## config.mk

```make
export PLATFORM = sky130hd
export DESIGN_NAME = bfem_mark_unit
export DESIGN_NICKNAME = d
export VERILOG_FILES = /design/src/rtl/byte_fifo_ecn_marker_assert.svh /design/src/rtl/bfem_pkg.sv /design/src/rtl/bfem_mark_unit.sv
export SDC_FILE = /design/constraint.sdc
export NUM_CORES = 2
export LEC_CHECK = 0
export BUFFER_PORTS_ARGS = -buffer_cell sky130_fd_sc_hd__buf_2
export CAP_MARGIN = 20
export CELL_PAD_IN_SITES_DETAIL_PLACEMENT = 1
export CELL_PAD_IN_SITES_GLOBAL_PLACEMENT = 1
export CORE_MARGIN = 5
export CORE_UTILIZATION = 49
export DETAILED_ROUTE_END_ITERATION = 16
export PLACE_DENSITY = 0.88
export SLEW_MARGIN = 30
export SYNTH_ARGS = -nofsm -noshare
export SYNTH_HDL_FRONTEND = slang
export SYNTH_SLANG_ARGS = --single-unit
```

## constraint.sdc

```tcl
create_clock -name clk -period 10.3 [get_ports clk]
set_input_delay 1.545 -clock clk [delete_from_list [all_inputs] [get_ports clk]]
set_output_delay 1.545 -clock clk [all_outputs]
set_load 0.02 [all_outputs]
```

## src/rtl/byte_fifo_ecn_marker_assert.svh

```systemverilog
// assertion macros shared by the byte fifo ecn marker rtl
// no dependencies; included by modules that carry concurrent checks
`ifndef BYTE_FIFO_ECN_MARKER_ASSERT_SVH
`define BYTE_FIFO_ECN_MARKER_ASSERT_SVH

// property must hold at every clock edge outside reset
`define BFEM_ASSERT(lbl, clk, rst_n, prop, msg) \
  lbl: assert property (@(posedge clk) disable iff (!rst_n) (prop)) else $error(msg);

// consequent must hold in the cycle after the antecedent
`define BFEM_ASSERT_NEXT(lbl, clk, rst_n, ante, cons, msg) \
  lbl: assert property (@(posedge clk) disable iff (!rst_n) (ante) |=> (cons)) else $error(msg);

`endif

```

## src/rtl/bfem_pkg.sv

```systemverilog
// shared types and constants of the byte fifo ecn marker
// no dependencies; used by every module of the block
`default_nettype none

package bfem_pkg;

  localparam int DEFAULT_QUEUE_DEPTH = 256;
  localparam int OCC_W      = 24;
  localparam int TAG_W      = 16;
  localparam int LEN_W      = 16;
  localparam int DRAW_W     = 16;
  localparam int PROB_W     = 17;
  localparam int OCC_PKT_W  = 9;
  localparam int CFG_IDX_W  = 3;
  localparam int CFG_DATA_W = 24;
  localparam logic [OCC_W-1:0] CAPACITY_RESET = '1;

  typedef enum logic [CFG_IDX_W-1:0] {
    CFG_CAPACITY  = 3'd0,
    CFG_ECN_EN    = 3'd1,
    CFG_MARK_MIN  = 3'd2,
    CFG_MARK_MAX  = 3'd3,
    CFG_MARK_PROB = 3'd4
  } cfg_reg_t;

  typedef enum logic {
    CMD_ENQ = 1'b0,
    CMD_DEQ = 1'b1
  } cmd_t;

  typedef enum logic [2:0] {
    ST_IDLE,
    ST_ENQ,
    ST_DEQ,
    ST_MARK_GO,
    ST_MARK_WAIT
  } state_t;

  typedef struct packed {
    cmd_t              command;
    logic [TAG_W-1:0]  packet_tag;
    logic [LEN_W-1:0]  packet_bytes;
    logic [DRAW_W-1:0] random_draw;
  } in_item_t;

  typedef struct packed {
    logic                 enqueue_accepted;
    logic                 out_valid;
    logic [TAG_W-1:0]     out_tag;
    logic [LEN_W-1:0]     out_bytes;
    logic                 ecn_marked;
    logic [OCC_W-1:0]     occupancy_bytes;
    logic [OCC_PKT_W-1:0] occupancy_packets;
  } out_item_t;

  // one descriptor word: length high, tag low
  typedef struct packed {
    logic [LEN_W-1:0] bytes;
    logic [TAG_W-1:0] tag;
  } desc_t;

  typedef struct packed {
    logic [OCC_W-1:0]  capacity;
    logic              ecn_enable;
    logic [OCC_W-1:0]  mark_min;
    logic [OCC_W-1:0]  mark_max;
    logic [PROB_W-1:0] mark_prob;
  } cfg_t;

endpackage

`default_nettype wire

```

## src/rtl/bfem_mark_unit.sv

```systemverilog
// three stage congestion mark decision: window differences, products, compare
// depends on bfem_pkg
`default_nettype none

module bfem_mark_unit (
  input  wire logic                        clk,
  input  wire logic                        rst_n,
  input  wire logic                        go,
  input  wire logic [bfem_pkg::OCC_W-1:0]  occ,
  input  wire logic [bfem_pkg::DRAW_W-1:0] draw,
  input  wire bfem_pkg::cfg_t              cfg,
  output logic                             done,
  output logic                             mark
);

  localparam int LHS_W = bfem_pkg::DRAW_W + bfem_pkg::OCC_W;
  localparam int RHS_W = bfem_pkg::PROB_W + bfem_pkg::OCC_W;

  // stage a
  logic                        va_r;
  logic                        above_max_a_r, above_min_a_r, en_a_r;
  logic [bfem_pkg::OCC_W-1:0]  occ_diff_r, win_r;
  logic [bfem_pkg::DRAW_W-1:0] draw_r;
  // stage b
  logic                        vb_r;
  logic                        above_max_b_r, above_min_b_r, en_b_r;
  logic [LHS_W-1:0]            lhs_r;
  logic [RHS_W-1:0]            rhs_r;
  // stage c
  logic                        done_r, mark_r;
  logic                        mark_nxt;

  assign done = done_r;
  assign mark = mark_r;

  always_ff @(posedge clk) begin
    if (!rst_n) begin
      va_r   <= 1'b0;
      vb_r   <= 1'b0;
      done_r <= 1'b0;
    end else begin
      va_r   <= go;
      vb_r   <= va_r;
      done_r <= vb_r;
    end
  end

  always_ff @(posedge clk) begin
    if (go) begin
      above_max_a_r <= occ > cfg.mark_max;
      above_min_a_r <= occ > cfg.mark_min;
      en_a_r        <= cfg.ecn_enable;
      occ_diff_r    <= occ - cfg.mark_min;
      win_r         <= cfg.mark_max - cfg.mark_min;
      draw_r        <= draw;
    end
  end

  always_ff @(posedge clk) begin
    if (va_r) begin
      above_max_b_r <= above_max_a_r;
      above_min_b_r <= above_min_a_r;
      en_b_r        <= en_a_r;
      lhs_r         <= LHS_W'(draw_r) * LHS_W'(win_r);
      rhs_r         <= RHS_W'(cfg.mark_prob) * RHS_W'(occ_diff_r);
    end
  end

  // window test only counts when min < occ <= max
  assign mark_nxt = en_b_r &
                    (above_max_b_r | (above_min_b_r & (RHS_W'(lhs_r) <= rhs_r)));

  always_ff @(posedge clk) begin
    if (vb_r) begin
      mark_r <= mark_nxt;
    end
  end

endmodule

`default_nettype wire

```

**Word-level counts from Yosys, hierarchy flattened**

Index checks and enable logic that the tools add are counted.

- Bits in registers: 155
- Word-level logic and storage cells: 25

- Bitwise operators: 3
- Add/sub/neg operators: 2
- Magnitude comparators: 3
- Multiply operators: 2

Operators with widths:

| cell | number |
|---|---|
| $gt 24x24->1 | 2 |
| $sub 24x24->24 | 2 |
| $le 40x41->1 | 1 |
| $mul 17x24->41 | 1 |
| $mul 16x24->40 | 1 |
| $and 1x1->1 | 2 |
| $or 1x1->1 | 1 |

**Longest topological paths before layout**

- Depth after elaboration: 4
- Gate-level depth with buffers: 23
- Depth with buffers taken out: 22

**Worst setup path after synthesis**

OpenSTA, ideal clock, no wires.

- Path kind: input to register
- Start point: in cfg[2] (netlist name)
- End point: reg rhs_r[40] (data pin)
- Arrival: 6874 ps
- Required time: 10040 ps
- Library setup time: 260 ps
- Stages: 22
- Setup slack: 3167 ps
- Buffers on the path: 1
- Cell sequence: clkbuf_1 nand2_1 fa_1 inv_1 fa_1 inv_1 fa_1 inv_1 fa_1 fa_1 inv_1 fa_1 inv_1 ha_1 a211oi_1 nand2_1 a22oi_1 a21oi_1 a211o_1 a211o_2 a41oi_2 xnor2_1

- Word-level cells in the longest chain between the ends: 1

RTL lines:

| element | line | text |
|---|---|---|
| from (decl) | bfem_mark_unit.sv:11 | `input wire bfem_pkg::cfg_t cfg,` |
| $mul 17x24->41 | bfem_mark_unit.sv:65 | `rhs_r <= RHS_W'(cfg.mark_prob) * RHS_W'(occ_diff_r);` |
| to (signal assigned) | bfem_mark_unit.sv:65 |  |
| to (decl) | bfem_mark_unit.sv:28 | `logic [RHS_W-1:0] rhs_r;` |

No other way between the ends.
A chain may end at the register's enable or synchronous reset.

**Worst setup path after layout**

- Start point: in cfg[2] (netlist name)
- End point: reg rhs_r[37] (data pin)

The elaborated chain is that of the path after synthesis.

==> results.md <==
* Relative slew slack at 30.8%
* Slew Viols, Final at 0
* Die width at 274 µm
* RSZ-0062 raised after global routing: false
* Clock Tree Buf Depth at 2
* Critical path class: primary input to flip-flop
* Synth warn at 0
* XOR/XNOR Fraction of Synth Area at 2.70%
* DRT iter0 DRCs at 2,087
* Post-route ant nets at 0
* Mapped Nets at 4,814
* Crit path max fanout at 24
* Post-CTS Resized at 0
* Status: finished, final reports clean
* # clock sinks at 155
* Fmax at 0.126 GHz
* Cell area after placement at 35,500 µm²
* Data required time of the critical path at 10.52 ns
* H-tree depth at 4
* Post-synthesis mux area share at 0.0880%
* DR vias at 27,400
* R2R Setup Slk at 2.97 ns
* TritonCTS clock tree: built
* PortBufs at 110
* Largest net degree at the start of global routing at 69
* Gr usage total at 30.2%
* Simple-Gate Fraction of Synth Area at 15.2%
* Commonest cells after routing, fill and taps aside: 867 x inv_1, 637 x fa_1, 537 x nand2_1
* # Post-CTS Setup Buffers at 0
* Rows at 96
* Root Buffer Master: clkbuf_16
* Post-synthesis adder-cell area fraction at 49.8%
* Antenna violations before repair at 9
* CORE AREA at 68,800 µm²
* Largest family of logic cells by synthesized area: adder cells
* Post-route cell area at 36,200 µm²
* Inserted Clock Buffers at 17
* # nets final at 4,835
* Setup TNS at 0 ns
* Vias in the first global route at 32,800
* Register area share after synthesis at 13.6%
* Wirelength per Cell at 24.2 µm
* Fin. Hold Viols at 0
* Latest clock arrival within the worst-skew pair at 0.48 ns
* # IOs at 135
* Die Span Y at 274 µm
* Share of cells above drive strength 1 at 4.95%
* Post-Synthesis Cell Area at 34,100 µm²
* Asr flop ratio synth at 0%
* Crit. End Element: flip-flop
* Vias per cell at 5.86
* Critical path launch point type: primary input
* Min Tclk post-route at 7.94 ns
* Compound-Gate Fraction of Synth Area at 7.57%
* Detailed Place HPWL at 83.2 mm
* First drt pass iteration count at 7
* Reg clk slew, reported paths at 0.08 ns
* Crit path DAT at 8.16 ns
* Total die area at 75,000 µm²
* Primary FF master, synth: edfxtp_1
* Syn Inst Count at 3,706
* Post-route DRC at 0
* Synth cell types at 72
* Global-route wire length before repair at 176 mm
* Area grow syn2layout at 6.19%
* Number of synthesized flops with an enable pin at 152
* Seq cells post-synth at 155
* Skew final at 0.0206 ns
* Most common cell after layout, fill and taps aside: inv_1
* Worst-Margin Slew at 1.04 ns
* Gr ovfl total at 0
* Syn Area/Cell at 9.20 µm²
* Crit share post-route at 77.1%
* Final Wtd Congestion at 0.914
* Max Cap Violations at 0
* Drt total wl at 113 mm
* Final setup fails at 0
* Fin Hold WS at 0.430 ns
* Hold Buf Count CTS at 0
* Initial core utilization at 49.6%
* Type of the most critical hold path: flip-flop to flip-flop
path summary, 6_finish.rpt:
kind,start,end,depth (start not counted)
worst max-delay path,cfg[2],rhs_r[37],20
worst min register to register,en_a_r,en_b_r,0
worst min-delay path,en_a_r,en_b_r,0
worst max register to register,occ_diff_r[8],rhs_r[37],19
cell type report:
class	count	area, µm²
Tap cell	931	1160
Clock buffer	17	425
Fill cell	7874	32600
Timing Repair Buffer	134	817
Multi-Input combinational cell	2552	25700
Clock inverter	15	211
Inverter	867	3250
Sequential cell	155	4630
Antenna cell	5	12.5
sequential cells by signal, summed over array words and instances, names as in the netlist, 16 cells and up:
signal	cells
draw_r	16
lhs_r	40
occ_diff_r	24
rhs_r	41
win_r	24
through the flow:
| stage | worst slack, ns | utilization, % | std cells |
|---|---|---|---|
| finish | 2.36 | 52.6 | 4676 |
| global route | 2.15 | 52.6 | 4672 |
| CTS | 2.44 | 52.4 | 4663 |
| detailed placement | 2.02 | 51.5 | 4631 |
| global placement | 2.34 | 51.4 | 4628 |
| floorplan | 3.17 | - | 3706 |
layer usage:
| layer | track usage, % | up-vias | wire length [µm] |
|---|---|---|---|
| li1 | - | 11400 | - |
| met1 | 33.1 | 14000 | 39100 |
| met2 | 54.4 | 1432 | 57400 |
| met3 | 5.81 | 601 | 8170 |
| met4 | 17.8 | 10 | 8160 |
| met5 | 0 | - | 71 |
cells by family after synthesis:
kind of cell | Yosys count
DFF | 155
AOI/OAI and AO/OA | 392
adders and majority gates | 975
and+or+nand+nor | 1077
muxes | 3
buffers and inverters | 999
xor gates and xnor gates | 105
worst max-delay path: stages:
cell and delay [ns]:
buf_2 0.54, nand2_1 0.22, fa_1 0.56, fa_1 0.55, inv_1 0.05, fa_1 0.45
fa_1 0.52, fa_1 0.56, inv_1 0.05, fa_1 0.49, inv_1 0.05, ha_1 0.36
o21ai_0 0.14, o21ai_0 0.24, o211ai_1 0.28, a2111oi_2 0.72, o21bai_1 0.22, a31oi_1 0.27
mux2i_1 0.22, o211ai_1 0.11
synth_stat cells, types with 3 or more instances:
master	instances	share of area, %
a41oi_1	3	0.077
edfxtp_1	152	13
and2_1	323	5.9
fa_1	637	37
nor2b_1	16	0.29
nand2_1	537	5.9
xor2_1	33	0.85
nor4_1	3	0.055
a21boi_0	5	0.11
nor3_1	23	0.34
nand3_1	23	0.34
a31oi_1	12	0.22
clkbuf_1	127	1.4
o31ai_1	5	0.11
a21oi_1	115	1.7
mux2i_1	3	0.088
and3_1	11	0.20
o21ai_0	59	0.87
a221oi_1	3	0.077
ha_1	338	12
nor3b_1	3	0.066
o21bai_1	17	0.37
nor2_1	78	0.86
o21a_1	31	0.68
or3_1	8	0.15
xnor2_1	72	1.8
a211oi_1	13	0.29
and3_2	4	0.088
o211ai_1	11	0.24
nand2b_1	8	0.15
o31a_1	5	0.13
inv_1	867	9.5
o211a_1	3	0.088
a211o_1	4	0.10
dfxtp_1	3	0.18
a21o_1	75	1.7
and4_1	3	0.077
o221ai_1	5	0.13
nand4_1	26	0.48
Power is left out: the tool's default activity adds up to more than one toggle a clock period on the data nets, which glitch-free logic cannot reach.
