### config.mk
export PLATFORM = sky130hd
export DESIGN_NAME = bfem_cfg_regs
export DESIGN_NICKNAME = d
export VERILOG_FILES = /design/src/rtl/byte_fifo_ecn_marker_assert.svh /design/src/rtl/bfem_pkg.sv /design/src/rtl/bfem_cfg_regs.sv
export SDC_FILE = /design/constraint.sdc
export NUM_CORES = 1
export LEC_CHECK = 0
export BUFFER_PORTS_ARGS = -buffer_cell sky130_fd_sc_hd__buf_2
export CAP_MARGIN = 20
export CORE_ASPECT_RATIO = 0.5
export CORE_MARGIN = 5
export CORE_UTILIZATION = 52
export CTS_BUF_LIST = sky130_fd_sc_hd__clkbuf_2 sky130_fd_sc_hd__clkbuf_4 sky130_fd_sc_hd__clkbuf_8
export CTS_CLUSTER_SIZE = 10
export DETAILED_ROUTE_END_ITERATION = 8
export PLACE_DENSITY = 0.82
export SLEW_MARGIN = 20
export SYNTH_ARGS = -nofsm -noshare
export SYNTH_HDL_FRONTEND = slang
export SYNTH_SLANG_ARGS = --single-unit
### constraint.sdc
create_clock -name clk -period 1.2 [get_ports clk]
set_input_delay 0.12 -clock clk [delete_from_list [all_inputs] [get_ports clk]]
set_output_delay 0.12 -clock clk [all_outputs]
set_load 0.02 [all_outputs]
### src/rtl/byte_fifo_ecn_marker_assert.svh
// assertion macros shared by the byte fifo ecn marker rtl
// no dependencies; included by modules that carry concurrent checks
`ifndef BYTE_FIFO_ECN_MARKER_ASSERT_SVH
`define BYTE_FIFO_ECN_MARKER_ASSERT_SVH

// property must hold at every clock edge outside reset
`define BFEM_ASSERT(lbl, clk, rst_n, prop, msg) \
  lbl: assert property (@(posedge clk) disable iff (!rst_n) (prop)) else $error(msg);

// consequent must hold in the cycle after the antecedent
`define BFEM_ASSERT_NEXT(lbl, clk, rst_n, ante, cons, msg) \
  lbl: assert property (@(posedge clk) disable iff (!rst_n) (ante) |=> (cons)) else $error(msg);

`endif

### src/rtl/bfem_pkg.sv
// shared types and constants of the byte fifo ecn marker
// no dependencies; used by every module of the block
`default_nettype none

package bfem_pkg;

  localparam int DEFAULT_QUEUE_DEPTH = 256;
  localparam int OCC_W      = 24;
  localparam int TAG_W      = 16;
  localparam int LEN_W      = 16;
  localparam int DRAW_W     = 16;
  localparam int PROB_W     = 17;
  localparam int OCC_PKT_W  = 9;
  localparam int CFG_IDX_W  = 3;
  localparam int CFG_DATA_W = 24;
  localparam logic [OCC_W-1:0] CAPACITY_RESET = '1;

  typedef enum logic [CFG_IDX_W-1:0] {
    CFG_CAPACITY  = 3'd0,
    CFG_ECN_EN    = 3'd1,
    CFG_MARK_MIN  = 3'd2,
    CFG_MARK_MAX  = 3'd3,
    CFG_MARK_PROB = 3'd4
  } cfg_reg_t;

  typedef enum logic {
    CMD_ENQ = 1'b0,
    CMD_DEQ = 1'b1
  } cmd_t;

  typedef enum logic [2:0] {
    ST_IDLE,
    ST_ENQ,
    ST_DEQ,
    ST_MARK_GO,
    ST_MARK_WAIT
  } state_t;

  typedef struct packed {
    cmd_t              command;
    logic [TAG_W-1:0]  packet_tag;
    logic [LEN_W-1:0]  packet_bytes;
    logic [DRAW_W-1:0] random_draw;
  } in_item_t;

  typedef struct packed {
    logic                 enqueue_accepted;
    logic                 out_valid;
    logic [TAG_W-1:0]     out_tag;
    logic [LEN_W-1:0]     out_bytes;
    logic                 ecn_marked;
    logic [OCC_W-1:0]     occupancy_bytes;
    logic [OCC_PKT_W-1:0] occupancy_packets;
  } out_item_t;

  // one descriptor word: length high, tag low
  typedef struct packed {
    logic [LEN_W-1:0] bytes;
    logic [TAG_W-1:0] tag;
  } desc_t;

  typedef struct packed {
    logic [OCC_W-1:0]  capacity;
    logic              ecn_enable;
    logic [OCC_W-1:0]  mark_min;
    logic [OCC_W-1:0]  mark_max;
    logic [PROB_W-1:0] mark_prob;
  } cfg_t;

endpackage

`default_nettype wire

### src/rtl/bfem_cfg_regs.sv
// configuration register file of the byte fifo ecn marker
// depends on bfem_pkg
`default_nettype none

module bfem_cfg_regs (
  input  wire logic                           clk,
  input  wire logic                           rst_n,
  input  wire logic                           cfg_valid,
  output logic                                cfg_ready,
  input  wire logic [bfem_pkg::CFG_IDX_W-1:0] cfg_index,
  input  wire logic [bfem_pkg::CFG_DATA_W-1:0] cfg_data,
  output bfem_pkg::cfg_t                      cfg
);

  bfem_pkg::cfg_t cfg_r;
  bfem_pkg::cfg_t cfg_nxt;

  assign cfg_ready = 1'b1;
  assign cfg       = cfg_r;

  always_comb begin
    cfg_nxt = cfg_r;
    if (cfg_valid) begin
      unique case (bfem_pkg::cfg_reg_t'(cfg_index))
        bfem_pkg::CFG_CAPACITY:  cfg_nxt.capacity   = cfg_data[bfem_pkg::OCC_W-1:0];
        bfem_pkg::CFG_ECN_EN:    cfg_nxt.ecn_enable = cfg_data[0];
        bfem_pkg::CFG_MARK_MIN:  cfg_nxt.mark_min   = cfg_data[bfem_pkg::OCC_W-1:0];
        bfem_pkg::CFG_MARK_MAX:  cfg_nxt.mark_max   = cfg_data[bfem_pkg::OCC_W-1:0];
        bfem_pkg::CFG_MARK_PROB: cfg_nxt.mark_prob  = cfg_data[bfem_pkg::PROB_W-1:0];
        default: ;  // indexes past the list are ignored
      endcase
    end
  end

  always_ff @(posedge clk) begin
    if (!rst_n) begin
      cfg_r.capacity   <= bfem_pkg::CAPACITY_RESET;
      cfg_r.ecn_enable <= 1'b0;
      cfg_r.mark_min   <= '0;
      cfg_r.mark_max   <= '0;
      cfg_r.mark_prob  <= '0;
    end else begin
      cfg_r <= cfg_nxt;
    end
  end

endmodule

`default_nettype wire

# ---- Word-level counts from Yosys, hierarchy flattened
# Index checks and enable logic that the tools add are counted.
dict set report word_totals {
  reg_bits 90
  latchBits 0
  ram_bits 0
  mem_bits_ro 0
  input_bits 30
  output_inout_bits 91
  word_cells 15
  memories 0
}
dict set report op_classes {
  n_addsub 0
  n_mul 0
  n_div 0
  n_lt_le_gt_ge 0
  eq_ne 4
  shifts 0
  n_mux 0
  n_bitwise 0
  reduce_logical 6
}
# cell count
set op_table {}
lappend op_table {{AND reduction 2 bit} 5}
lappend op_table {{equality test 3 x 2 -> 1 bit, second input constant} 2}
lappend op_table {{equality test 3 x 1 -> 1 bit, second input constant} 1}
lappend op_table {{equality test 3 bit, second input constant} 1}
lappend op_table {{logical NOT 3 bit} 1}

# ---- Depth between registers and ports, before layout
dict set report depth {
  word_depth 2
  depth_mapped 4
  ltp_nobuf 2
}

# ---- Least setup slack after synthesis
# OpenSTA, ideal clock, no wires.
dict set report synth_path {
  kind {input to register}
  startpoint {input cfg_index[0] in the netlist's numbering}
  endpoint {register cfg_r, in the netlist cfg[66]}
  setup_ps 72
  t_arrival_ps 865
  required_time_ps 1128
  path_slack_ps 264
  path_stages 4
  n_path_buf 2
  path_cell_list {nor4b_2 buf_4 buf_12 mux2i_1}
}
dict set report synth_between {
  elab_chain_cells 2
}
# item line
set synth_rtl {}
lappend synth_rtl {{start: declaration} bfem_cfg_regs.sv:10} ;# input wire logic [bfem_pkg::CFG_IDX_W-1:0] cfg_index,
lappend synth_rtl {{logical NOT 3 bit} bfem_cfg_regs.sv:24} ;# unique case (bfem_pkg::cfg_reg_t'(cfg_index))
lappend synth_rtl {{AND reduction 2 bit (no line)} -}
lappend synth_rtl {{end signal: assignment} bfem_cfg_regs.sv:43} ;# cfg_r <= cfg_nxt;
lappend synth_rtl {{end: declaration} bfem_cfg_regs.sv:15} ;# bfem_pkg::cfg_t cfg_r;
# Every way passes these cells.
# A chain may end at the register's enable or synchronous reset.

# ---- Final worst setup path
dict set report layout_path {
  startpoint {register cfg_r, in the netlist cfg[78]}
  endpoint {output cfg[78] in the netlist's numbering}
}
# item line
set layout_lines {}
lappend layout_lines {{end: declaration} bfem_cfg_regs.sv:12} ;# output bfem_pkg::cfg_t cfg
# No word-level cell between the ends.

==> results.yml <==
min_path:
  whs_endpoint: "cfg[86]$_SDFFE_PN1P_"
  hold_path_class: "in -> reg"
  worst_hold_startpoint: "cfg_data[20]"
  hold-path-cell-count: 3
clocking:
  number_of_clock_buffers_inserted_by_tritoncts: 9
  clk_pin_slew_worst_paths_ns: 0.08
  cts.sink_count: 90
  source_to_sink_clock_delay_at_the_later_pin_of_the_worst_skew_pair_ns: 0.34
  cts.root.buffer_cell: "sky130_fd_sc_hd__clkbuf_8"
  cts.path.max_buffers: 2
  cts.htree.levels: 3
  tritoncts: "built"
  cts_hold_buffers: 0
  post-cts-setup-buffer-count: 0
  post_cts_resized: 0
yosys:
  synth.ff_latch_count: 90
  synth_top_cell_area_share: 0.497
  synthesis.area_mm2: 0.00362
  ys_top_cells_by_area: "sky130_fd_sc_hd__dfxtp_1 (50%), sky130_fd_sc_hd__mux2i_1 (25%), sky130_fd_sc_hd__nand2_1 (9.3%)"
  synth_largest_area_cell: "sky130_fd_sc_hd__dfxtp_1"
  synth_sequential_area_ratio: 0.497
  postSynthAreaPerCell_um2: 10.3
  netlist-cell-type-count: 15
  synth-warning-count: 0
  postSynthCellCount: 351
  nets_in_the_synthesized_netlist: 381
routing:
  detailedRoute.firstIterationViolations: 135
  wire_length_reported_by_the_detailed_router_mm: 7.86
  vias_per_cell: 4.87
  vias: 2724
  ant_nets: 0
  drt-wirelength-per-cell_um: 14.1
  drcViolationCount: 0
  drt_pass1_iterations: 4
floorplanning:
  chip_height_um: 69.0
  dieWidth_um: 128
  die_area_mm2: 0.00884
  initial_utilization: 0.539
  io-pin-count: 121
  std_cell_rows: 21
  fp.coreArea_mm2: 0.00673
global_routing:
  grt_util_all_layers: 0.182
  grt.overflow.total: 0
  grt_first_pass_wirelength_mm: 13.1
  grt_max_degree: 50
  grt_antenna_before_repair: 0
  first_global_vias: 2740
timing:
  grt_setup_unrepaired: "false"
  setup_viol: 0
  finClkSkew_ns: 0
  layout_worst_path_cycle_share: 0.832
  finalSetupTns_ns: 0
  hold_viol: 0
  final.min_clock_period_ns: 0.998
  final.hold.worst_slack_ns: 0.0423
  timing.final.max_slew_violations: 0
  fmax_mhz: 1000
worst_setup_path:
  start_kind: "flip-flop"
  path_cells: "buf_2"
  reg2reg_depth: 2
  worstSetupPathType: "reg -> out"
  crit-reg2reg-capture: "cfg[78]$_SDFFE_PN1P_"
  critical_path_arrival_ns: 0.88
  worst_path_largest_cell_delay_ns: 0.36
  worst_path_max_delay_cell: "sky130_fd_sc_hd__dfxtp_1"
  crit-reg2reg-launch: "cfg[78]$_SDFFE_PN1P_"
  crit_family: "flip-flops"
  critical_path_required_ns: 1.08
  critPathMaxFanout: 2
  worst-r2r-setup-slack_ns: 0.57
  end_kind: "output pin"
  number_of_buffer_and_inverter_stages_on_the_critical_path: 1
power_and_ir_drop:
  p_leak_uw: 0.00212
  power_switching_share: 0.242
  p_int_uw: 3960
  net-switching-power_uw: 1270
  vdd.ir_drop.worst_mv: 0.641
  p_per_area_mw_per_mm2: 1180
  power_frac_clock: 0.307
  p_seq_frac: 0.590
  combPwrFrac: 0.103
placement:
  globalplace.congestion: 0.759
  number_of_buffers_inserted_by_port_buffering: 119
  place.detailed.hpwl_mm: 5.72
layout:
  multiInputGateArea_mm2: 0.00161
  drive_gt1_frac: 0.313
  final_net_count: 497
  area_delta_synth_final_pct: 22.4
  antenna_cells_inserted: 0
  fillcell_total: 582
  largest_register_ffs: 90
  ff_latch_area_mm2: 0.00180
status:
  result_of_the_run: "finished clean"
job:
  drv_cap: 0
-- synthesized netlist by cell type (all sizes together) --
cell and n:
and4bb 2, buf 19, clkbuf 8, conb 1, dfxtp 90, mux2i 90
nand2 90, nand4b 1, nand4bb 1, nor2b 48, nor4b 1
-- cells in the final DEF, fill, tap and decap left out, drive strengths merged --
cell type and count:
nand4b 1, nand4bb 1, and4bb 2, conb 1
nor4b 1, nand2 90, buf 132, nor2b 48
clkbuf 9, mux2i 90, dfxtp 90, clkinv 2
-- power by group through the flow --
| stage | Clock (uW) | Sequential (uW) | Combinational (uW) |
|---|---|---|---|
| after floorplan | 0 | 3230 | 268 |
| after global placement | 0 | 3150 | 534 |
| after detailed placement | 0 | 3150 | 541 |
| after CTS | 1660 | 3090 | 542 |
| after global routing | 1790 | 3090 | 588 |
| final | 1610 | 3090 | 537 |
-- cell families after synthesis --
| group | Yosys count | share of synthesized area |
|---|---|---|
| buffers and inverters | 27 | 0.0601 |
| flip-flops | 90 | 0.497 |
| multiplexers | 90 | 0.249 |
| other | 1 | 0.00104 |
| AND/OR/NAND/NOR | 143 | 0.193 |
-- metal layers --
| layer | vias to the layer above | wire (um) | track usage |
|---|---|---|---|
| li1 | 1366 | - | - |
| met1 | 1284 | 3520 | 0.227 |
| met2 | 63 | 3820 | 0.302 |
| met3 | 11 | 412 | 0.0463 |
| met4 | 0 | 99 | 0.0659 |
| met5 | - | 0 | 0 |
-- how the worst max path moves through the flow --
stage / start / endpoint / cells after the start
final: cfg[78]$_SDFFE_PN1P_ / cfg[78] / 1
after global routing: cfg[68]$_SDFFE_PN1P_ / cfg[68] / 1
after CTS: cfg[81]$_SDFFE_PN1P_ / cfg[81] / 1
after detailed placement: cfg_index[0] / cfg[71]$_SDFFE_PN1P_ / 4
after global placement: cfg_index[0] / cfg[74]$_SDFFE_PN1P_ / 4
after floorplan: cfg_index[0] / cfg[66]$_SDFFE_PN1P_ / 4
-- layout make-up --
type	count	area share
Timing Repair Buffer	132	0.174
Clock buffer	9	0.0279
Multi-Input combinational cell	234	0.364
Tap cell	92	0.0260
Clock inverter	2	0.00226
Sequential cell	90	0.406
-- per-stage QoR --
step           cells  cell area, um2   util  setup slack (ns)  total power [uW]
6_report         559            4430  0.659             0.202              5230
5_1_grt          559            4430  0.659             0.147              5470
4_1_cts          559            4430  0.659             0.177              5290
3_5_place_dp     548            4300  0.639            0.0464              3700
3_3_place_gp     548            4300  0.639            0.0955              3690
2_1_floorplan    351            3620      -             0.264              3500
No activity file was read; power rests on OpenSTA's default activity.
